### config.mk
export PLATFORM = sky130hd
export DESIGN_NAME = cau_cell
export DESIGN_NICKNAME = d
export VERILOG_FILES = /design/src/cau_pkg.sv /design/src/cau_cell.sv
export SDC_FILE = /design/constraint.sdc
export NUM_CORES = 1
export LEC_CHECK = 0
export ABC_AREA = 0
export BUFFER_PORTS_ARGS = -buffer_cell sky130_fd_sc_hd__buf_4
export CORE_AREA = 4 4 467 469
export CTS_BUF_LIST = sky130_fd_sc_hd__clkbuf_4 sky130_fd_sc_hd__clkbuf_8
export CTS_CLUSTER_DIAMETER = 60
export CTS_CLUSTER_SIZE = 16
export DETAILED_ROUTE_END_ITERATION = 8
export DIE_AREA = 0 0 471 473
export SLEW_MARGIN = 10
export SYNTH_ARGS = -nofsm -noshare
export SYNTH_HDL_FRONTEND = slang
export SYNTH_SLANG_ARGS = --single-unit
### constraint.sdc
create_clock -name i_clk -period 10.6 [get_ports i_clk]
set_input_delay 1.59 -clock i_clk [delete_from_list [all_inputs] [get_ports i_clk]]
set_output_delay 1.59 -clock i_clk [all_outputs]
set_load 0.005 [all_outputs]
### src/cau_pkg.sv
`timescale 1ns / 1ps
`default_nettype none

package cau_pkg;

    // operation codes carried in tuser
    localparam logic [2:0] KIND_ADD = 3'd0;
    localparam logic [2:0] KIND_SUB = 3'd1;
    localparam logic [2:0] KIND_MUL = 3'd2;
    localparam logic [2:0] KIND_DIV = 3'd3;
    localparam logic [2:0] KIND_MOD = 3'd4;

    // result status codes
    localparam logic [1:0] ST_OK  = 2'd0;
    localparam logic [1:0] ST_DZ  = 2'd1;
    localparam logic [1:0] ST_SAT = 2'd2;

    localparam int IN_DATA_W  = 128;
    localparam int IN_USER_W  = 3;
    localparam int OUT_DATA_W = 72;

    // square root remainder and root widths (radicand is at most 64 bits)
    localparam int SQ_REM_W = 36;
    localparam int ROOT_W   = 32;

    typedef struct packed {
        logic [2:0] kind;
        logic       neg_re;
        logic       neg_im;
        logic       big_re;
        logic       big_im;
        logic       dz;
        logic       ovf;
    } t_ctl;

    typedef struct packed {
        logic [63:0]          d;
        logic [63:0]          rem_re;
        logic [63:0]          rem_im;
        logic [SQ_REM_W-1:0]  sq_rem;
        logic [ROOT_W-1:0]    sq_root;
        logic [63:0]          pre_re;
        logic [63:0]          pre_im;
    } t_fix;

endpackage

`default_nettype wire

### src/cau_cell.sv
`timescale 1ns / 1ps
`default_nettype none

module cau_cell import cau_pkg::*; #(
    parameter int NC = 33
) (
    input  logic            i_clk,
    input  logic            i_rst_n,
    input  logic            i_en,
    input  logic            i_valid,
    input  t_ctl            i_ctl,
    input  t_fix            i_fix,
    input  logic [NC-1:0]   i_num_re,
    input  logic [NC-1:0]   i_num_im,
    input  logic [NC-1:0]   i_q_re,
    input  logic [NC-1:0]   i_q_im,
    input  logic [2*NC-1:0] i_src,
    output logic            o_valid,
    output t_ctl            o_ctl,
    output t_fix            o_fix,
    output logic [NC-1:0]   o_num_re,
    output logic [NC-1:0]   o_num_im,
    output logic [NC-1:0]   o_q_re,
    output logic [NC-1:0]   o_q_im,
    output logic [2*NC-1:0] o_src
);

    logic [64:0]         w_sh_re;
    logic [64:0]         w_sh_im;
    logic                w_ge_re;
    logic                w_ge_im;
    logic [SQ_REM_W-1:0] w_sq_sh;
    logic [SQ_REM_W-1:0] w_trial;
    logic                w_sq_ge;
    t_fix                n_fix;

    logic                r_valid;
    t_ctl                r_ctl;
    t_fix                r_fix;
    logic [NC-1:0]       r_num_re;
    logic [NC-1:0]       r_num_im;
    logic [NC-1:0]       r_q_re;
    logic [NC-1:0]       r_q_im;
    logic [2*NC-1:0]     r_src;

    // one restoring divide step for each numerator, shared divisor
    assign w_sh_re = {i_fix.rem_re, i_num_re[NC-1]};
    assign w_sh_im = {i_fix.rem_im, i_num_im[NC-1]};
    assign w_ge_re = w_sh_re >= {1'b0, i_fix.d};
    assign w_ge_im = w_sh_im >= {1'b0, i_fix.d};

    // one digit of the integer square root
    assign w_sq_sh = {i_fix.sq_rem[SQ_REM_W-3:0], i_src[2*NC-1 -: 2]};
    assign w_trial = SQ_REM_W'({i_fix.sq_root, 2'b01});
    assign w_sq_ge = w_sq_sh >= w_trial;

    always_comb begin
        n_fix         = i_fix;
        n_fix.rem_re  = w_ge_re ? 64'(w_sh_re - {1'b0, i_fix.d}) : w_sh_re[63:0];
        n_fix.rem_im  = w_ge_im ? 64'(w_sh_im - {1'b0, i_fix.d}) : w_sh_im[63:0];
        n_fix.sq_rem  = w_sq_ge ? (w_sq_sh - w_trial) : w_sq_sh;
        n_fix.sq_root = {i_fix.sq_root[ROOT_W-2:0], w_sq_ge};
    end

    always_ff @(posedge i_clk) begin
        if (!i_rst_n) begin
            r_valid <= 1'b0;
        end else if (i_en) begin
            r_valid <= i_valid;
        end
    end

    always_ff @(posedge i_clk) begin
        if (i_en) begin
            r_ctl    <= i_ctl;
            r_fix    <= n_fix;
            r_num_re <= {i_num_re[NC-2:0], 1'b0};
            r_num_im <= {i_num_im[NC-2:0], 1'b0};
            r_q_re   <= {i_q_re[NC-2:0], w_ge_re};
            r_q_im   <= {i_q_im[NC-2:0], w_ge_im};
            r_src    <= {i_src[2*NC-3:0], 2'b00};
        end
    end

    assign o_valid  = r_valid;
    assign o_ctl    = r_ctl;
    assign o_fix    = r_fix;
    assign o_num_re = r_num_re;
    assign o_num_im = r_num_im;
    assign o_q_re   = r_q_re;
    assign o_q_im   = r_q_im;
    assign o_src    = r_src;

endmodule

`default_nettype wire

==> impl_metrics.py, run 1 <==
metrics = {
    "outcome": {
        "outcome": "finished clean",
    },
    "place": {
        "hpwl_mm": 189,
        "port_buffers": 1186,
        "place_congestion": 0.927,
    },
    "drt": {
        "routed-via-count": 26100,
        "remaining_drc_errors": 0,
        "drt_iter0_drc": 1990,
        "ant_nets": 0,
        "wire_per_inst_microns": 33.1,
        "vias_per_cell": 3.98,
        "first_pass_iters": 5,
        "totalWireLength_mm": 217,
    },
    "power": {
        "switching_share_pct": 34.9,
        "internal-power_uw": 4750,
        "seqPwrFrac_pct": 40.8,
        "power_frac_comb_pct": 25.0,
        "irDropWorstVdd_mv": 0.0970,
        "pwr_density_cell_nw_per_um2": 165,
        "clkPwrFrac_pct": 34.1,
        "leakagePower_uw": 0.0181,
        "switching_power_uw": 2550,
    },
    "global_route": {
        "grt.overflow.total": 0,
        "grt_max_degree": 124,
        "grt_pass1_wl_mm": 270,
        "antenna_found_initial": 130,
        "grt_usage_pct": 18.6,
        "grt_pass1_vias": 25400,
    },
    "synthesis": {
        "syn_area_sq_um": 29600,
        "ys_warn_count": 0,
        "syn_avg_cell_area_sq_um": 12.3,
        "ys_ff_latch": 592,
        "synthCells": 2397,
        "synth.distinct_cells": 86,
        "synth-edff-count": 591,
        "ys_async_sr_fraction_pct": 0,
        "ys_seq_area_share_pct": 60.1,
        "ys.flop_type": "edfxtp_1",
    },
    "sta": {
        "fmax_mhz": 167,
        "hold_violations": 0,
        "tightest_slew_ps": 1040,
        "relSlewSlack_pct": 30.6,
        "fin_crit_sh_pct": 56.3,
        "fin_tns_setup_ps": 0,
        "slew_violations": 0,
        "fin_skew_ps": 0,
        "rsz0062_at_grt": "no",
        "period_needed_ps": 5970,
        "finalSetupViolCount": 0,
    },
    "cells_and_area": {
        "drive_gt1_share_pct": 39.9,
        "regArea_sq_um": 17800,
        "final_common_cell": "buf_4",
        "fillerInstances": 23400,
        "num-nets-final": 4369,
        "area_growth_syn_to_layout_pct": 49.4,
        "final_cell_mix": "buf_4 (1193), edfxtp_1 (591), a21oi_1 (235)",
        "multiInputGateArea_sq_um": 10800,
        "fin_util_pct": 20.7,
    },
    "floorplanning": {
        "die-area_sq_um": 223000,
        "die_w_microns": 471,
        "core_area_sq_um": 214000,
        "io_pins": 1195,
        "die_y_microns": 473,
        "placementRows": 170,
        "initial_core_util_pct": 13.8,
    },
    "cts": {
        "clock-root-buffer": "clkbuf_8",
        "cts_setup_buffers": 0,
        "cts_buffer_depth": 3,
        "cts_tree": "built",
        "cts_htree_levels": 3,
        "clk_latency_ps": 860,
        "ctsResizeCount": 0,
        "numCtsBuffers": 97,
        "cts_hold_buf": 0,
        "cts.sinks": 592,
        "path_clk_slew_ps": 90,
    },
    "worst_setup_path": {
        "critical_path_buf_inv_count": 3,
        "cp-start-kind": "primary input",
        "cp_top_family": "simple AND/OR/NAND/NOR gates",
        "worstReg2RegStart": "o_valid",
        "critical_path_required_ps": 11170,
        "cp-end-kind": "flip-flop",
        "cp_common_cell": "buf_4",
        "crit_path_max_incr_delay_ps": 740,
        "crit_path_max_fanout": 36,
        "worstSetupStartpoint": "i_fix[344]",
        "crit_arrival_ps": 6540,
        "path_class": "in -> reg",
        "cp_slowest_cell": "nor3_1",
        "crit_chain": "buf_4 > inv_1 > ha_1 > a21oi_1 > o21ai_0 > nor3_1 > nand4b_1 > a21oi_2 > a211oi_2 > nor3b_2 > nor2_1 > a41oi_4 > buf_4 > mux2_2",
    },
    "run": {
        "drv_cap": 0,
    },
    "worst_hold_path": {
        "hold_class": "reg -> reg",
        "min_from": "o_valid",
    },
}
synthesized netlist by cell type (all sizes together) (10+ instances only):
cell / instances / area (sq um)
a211oi: 10 / 80.1
a21o: 79 / 593
a21oi: 238 / 1210
a31oi: 23 / 159
and3: 18 / 113
and4: 10 / 87.6
buf: 38 / 251
clkbuf: 53 / 199
edfxtp: 591 / 17700
ha: 162 / 2030
inv: 148 / 556
mux2: 74 / 833
nand2: 167 / 627
nand2b: 10 / 62.6
nand3: 40 / 200
nand4: 44 / 275
nor2: 159 / 597
nor2b: 20 / 128
nor3: 28 / 140
nor4: 14 / 87.6
o21a: 22 / 165
o21ai: 118 / 594
o21bai: 32 / 240
o31ai: 20 / 150
xnor2: 80 / 701
xor2: 69 / 604
through the flow:
stage                     instance area [sq um]  worst slack, ps  hold WS (ps)  total power (uW)  instances
after CTS                                 44100             4980           542              7450       6529
final                                     44200             4630           544              7290       6564
after floorplan                           29600             6080           507              3650       2400
after global routing                      44200             4700           585              7660       6548
after detailed placement                  41800             4000           522              4860       6345
after global placement                    41800             3980           514              4870       6345
power by group through the flow:
stage | registers (uW) | logic [uW] | clock network (uW)
3_5_place_dp | 3030 | 1830 | 0
6_report | 2980 | 1830 | 2490
5_1_grt | 3000 | 1960 | 2700
4_1_cts | 2980 | 1840 | 2630
3_3_place_gp | 3030 | 1840 | 0
2_1_floorplan | 3010 | 638 | 0
per-layer routing:
layer  up-vias  track usage, %  wire length [microns]
met3       325            9.31                  26600
met4        20            6.18                   6950
met2      1412            26.9                  91300
met1     12900            23.7                  91900
met5         -               0                    133
li1      11500               -                      -
logic make-up (layout without fill, tap and decap cells):
logic type	after synthesis	in the layout	synth area share, %
xor+xnor	149	149	4.41
fa+ha+maj	164	164	6.99
buf+inv	239	1530	3.40
compound gates	625	625	13.4
flops	592	592	60.1
simple gates	547	547	8.75
mux	80	80	3.02
other cells	1	39	0.0127
area by class of cell:
class | instances | area share [%]
Clock inverter | 83 | 2.19
Tap cell | 2838 | 8.03
Sequential cell | 592 | 40.2
Multi-Input combinational cell | 1569 | 24.5
Clock buffer | 101 | 3.12
Timing Repair Buffer | 1198 | 20.5
Antenna cell | 35 | 0.198
Inverter | 148 | 1.26
flip-flops by register name (all words and copies together) (netlist names):
signal    flops
o_q_im       33
o_q_re       33
o_valid       1
o_fix       388
o_num_re     32
o_ctl         9
o_src        64
o_num_im     32
path summary, 6_finish.rpt:
path	endpoint	slack (ps)	depth (start not counted)
worst max register to register	o_valid	9990	2
worst min-delay path	o_valid	540	2
worst min register to register	o_valid	540	2
worst max-delay path	o_fix[291]	4630	14
worst register-to-register path, cell delays in order, from the launching register on:
cell	delay [ps]
dfxtp_1	330
mux2i_1	120
nor2b_1	60
Power figures use the tool's default switching activity.
==> run 2, diff against run 1 <==
--- a/config.mk
+++ b/config.mk
@@ -7,12 +7,12 @@
 export LEC_CHECK = 0
 export ABC_AREA = 0
 export BUFFER_PORTS_ARGS = -buffer_cell sky130_fd_sc_hd__buf_4
-export CORE_AREA = 4 4 467 469
+export CORE_AREA = 4 4 464 466
 export CTS_BUF_LIST = sky130_fd_sc_hd__clkbuf_4 sky130_fd_sc_hd__clkbuf_8
 export CTS_CLUSTER_DIAMETER = 60
 export CTS_CLUSTER_SIZE = 16
 export DETAILED_ROUTE_END_ITERATION = 8
-export DIE_AREA = 0 0 471 473
+export DIE_AREA = 0 0 468 470
 export SLEW_MARGIN = 10
 export SYNTH_ARGS = -nofsm -noshare
 export SYNTH_HDL_FRONTEND = slang
==> constraint.sdc (replaced) <==
create_clock -name i_clk -period 4.9 [get_ports i_clk]
set_input_delay 0.735 -clock i_clk [delete_from_list [all_inputs] [get_ports i_clk]]
set_output_delay 0.735 -clock i_clk [all_outputs]
set_load 0.005 [all_outputs]
==> run 2 against run 1 <==
  * Via count is 6.4% higher
  * Combinational power rose by 140%
  * Worst setup slack lost 4200 ps
  * Core utilization is 2.3 points higher
  * Largest cell class unchanged
  * Largest power group unchanged
  * Highest routed layer unchanged
==> impl_metrics.py, run 2 (synthesis gave the netlist of run 1 again) <==
metrics = {
    "floorplanning": {
        "die_y_microns": 470,
        "die_w_microns": 468,
        "die-area_sq_um": 220000,
        "initial_core_util_pct": 14.0,
        "core_area_sq_um": 211000,
        "io_pins": 1195,
        "placementRows": 169,
    },
    "cells_and_area": {
        "regArea_sq_um": 17800,
        "largest_reg_flops": 388,
        "drive_gt1_share_pct": 36.6,
        "final_common_cell": "buf_4",
        "area_growth_syn_to_layout_pct": 63.9,
        "num-nets-final": 4812,
        "fillerInstances": 22700,
        "final_cell_mix": "buf_4 (1242), edfxtp_1 (591), dlygate4sd3_1 (393)",
        "multiInputGateArea_sq_um": 10800,
        "design_area_sq_um": 48500,
    },
    "sta": {
        "rsz0062_at_grt": "no",
        "slew_violations": 0,
        "hold_violations": 0,
        "tightest_slew_ps": 844,
        "fmax_mhz": 225,
        "fin_tns_setup_ps": 0,
        "fin_skew_ps": 0,
        "period_needed_ps": 4450,
        "finalSetupViolCount": 0,
        "fin_crit_sh_pct": 90.7,
        "relSlewSlack_pct": 43.7,
    },
    "cts": {
        "ctsResizeCount": 0,
        "cts.sinks": 592,
        "clock-root-buffer": "clkbuf_8",
        "cts_setup_buffers": 0,
        "cts_buffer_depth": 3,
        "cts_hold_buf": 393,
        "numCtsBuffers": 90,
        "clk_latency_ps": 850,
        "path_clk_slew_ps": 80,
        "cts_htree_levels": 3,
        "cts_tree": "built",
    },
    "outcome": {
        "outcome": "finished clean",
    },
    "global_route": {
        "grt_pass1_vias": 27700,
        "grt.overflow.total": 0,
        "grt_usage_pct": 18.9,
        "antenna_found_initial": 140,
        "grt_max_degree": 89,
        "grt_pass1_wl_mm": 273,
    },
    "worst_setup_path": {
        "crit_arrival_ps": 5040,
        "path_class": "in -> reg",
        "critical_path_required_ps": 5490,
        "cp-end-kind": "flip-flop",
        "cp-start-kind": "primary input",
        "crit_path_max_fanout": 5,
    },
    "drt": {
        "vias_per_cell": 3.98,
        "totalWireLength_mm": 218,
        "ant_nets": 0,
        "remaining_drc_errors": 0,
        "first_pass_iters": 6,
        "drt_iter0_drc": 2081,
        "wire_per_inst_microns": 31.2,
        "routed-via-count": 27800,
    },
    "power": {
        "pwr_density_cell_nw_per_um2": 328,
        "irDropWorstVdd_mv": 0.234,
        "leakagePower_uw": 0.0200,
    },
    "place": {
        "port_buffers": 1186,
        "hpwl_mm": 189,
        "post_dp_cell_area_sq_um": 42300,
        "place_congestion": 0.966,
    },
    "worst_hold_path": {
        "hold_class": "in -> reg",
    },
    "run": {
        "drv_cap": 0,
    },
}
==> run 2: cell count changes in the layout (fill, tap and decap cells not counted), moves of 8 or more <==
cell | before | now
dlygate4sd3_1 | 0 | 393
buf_4 | 1193 | 1242
clkbuf_8 | 99 | 91
clkinv_8 | 16 | 8
diode_2 | 35 | 48
buf_12 | 4 | 12
inv_8 | 19 | 8
==> run 2: metrics by stage <==
step | hold WS [ps] | power [uW] | worst slack (ps) | instances | util [%]
finish | 125 | 15900 | 453 | 6991 | 22.9
global route | 34.0 | 16700 | 298 | 6980 | 22.9
CTS | 0.299 | 16200 | 656 | 6943 | 22.9
detailed placement | 514 | 10600 | 229 | 6385 | 20.0
global placement | 513 | 10600 | 221 | 6385 | 20.0
floorplan | 507 | 7900 | 1240 | 2400 | -
==> run 2: metal layers <==
metal | vias up | track usage [%] | share of wire [%]
li1 | 12400 | - | -
met1 | 13600 | 23.7 | 42
met2 | 1422 | 28.1 | 42
met3 | 367 | 8.75 | 11
met4 | 26 | 6.80 | 4.0
met5 | - | 0 | 0.081
==> run 2: where the power goes <==
group          switching, uW  internal, uW  total (uW)  leakage (uW)
registers                240          6210        6450       0.00579
clock network           2620          2500        5110       0.00107
logic                   2430          1890        4320        0.0131
total                   5290         10600       15900        0.0200
==> run 2: path summary, 6_finish.rpt <==
check / endpoint / slack (ps) / start / cells after the start
worst max-delay path: o_fix[319] / 450 / i_fix[328] / 18
worst min-delay path: o_fix[343] / 130 / i_fix[343] / 1
worst max register to register: o_valid / 4310 / o_valid / 2
worst min register to register: o_valid / 530 / o_valid / 2
==> run 2: cell type report <==
cell class              count  share of cell area, %
well taps                2821                   7.28
diodes                     48                  0.248
repair buffers           1648                   27.9
inverters                 148                   1.15
multi-input cells        1569                   22.4
clock buffers              94                   2.63
flip-flops and latches    592                   36.7
clock inverters            71                   1.79
==> run 2: worst max-delay path, stage by stage <==
cell	delay, ps
dlygate4sd3_1	540
buf_4	120
inv_1	60
ha_1	370
nand3_1	140
o21bai_1	230
buf_12	160
a21oi_1	200
o21ai_0	130
buf_4	170
a311oi_1	520
buf_4	220
a2111oi_2	60
buf_4	190
o31ai_1	570
a21oi_1	180
xnor2_1	160
mux2_2	270
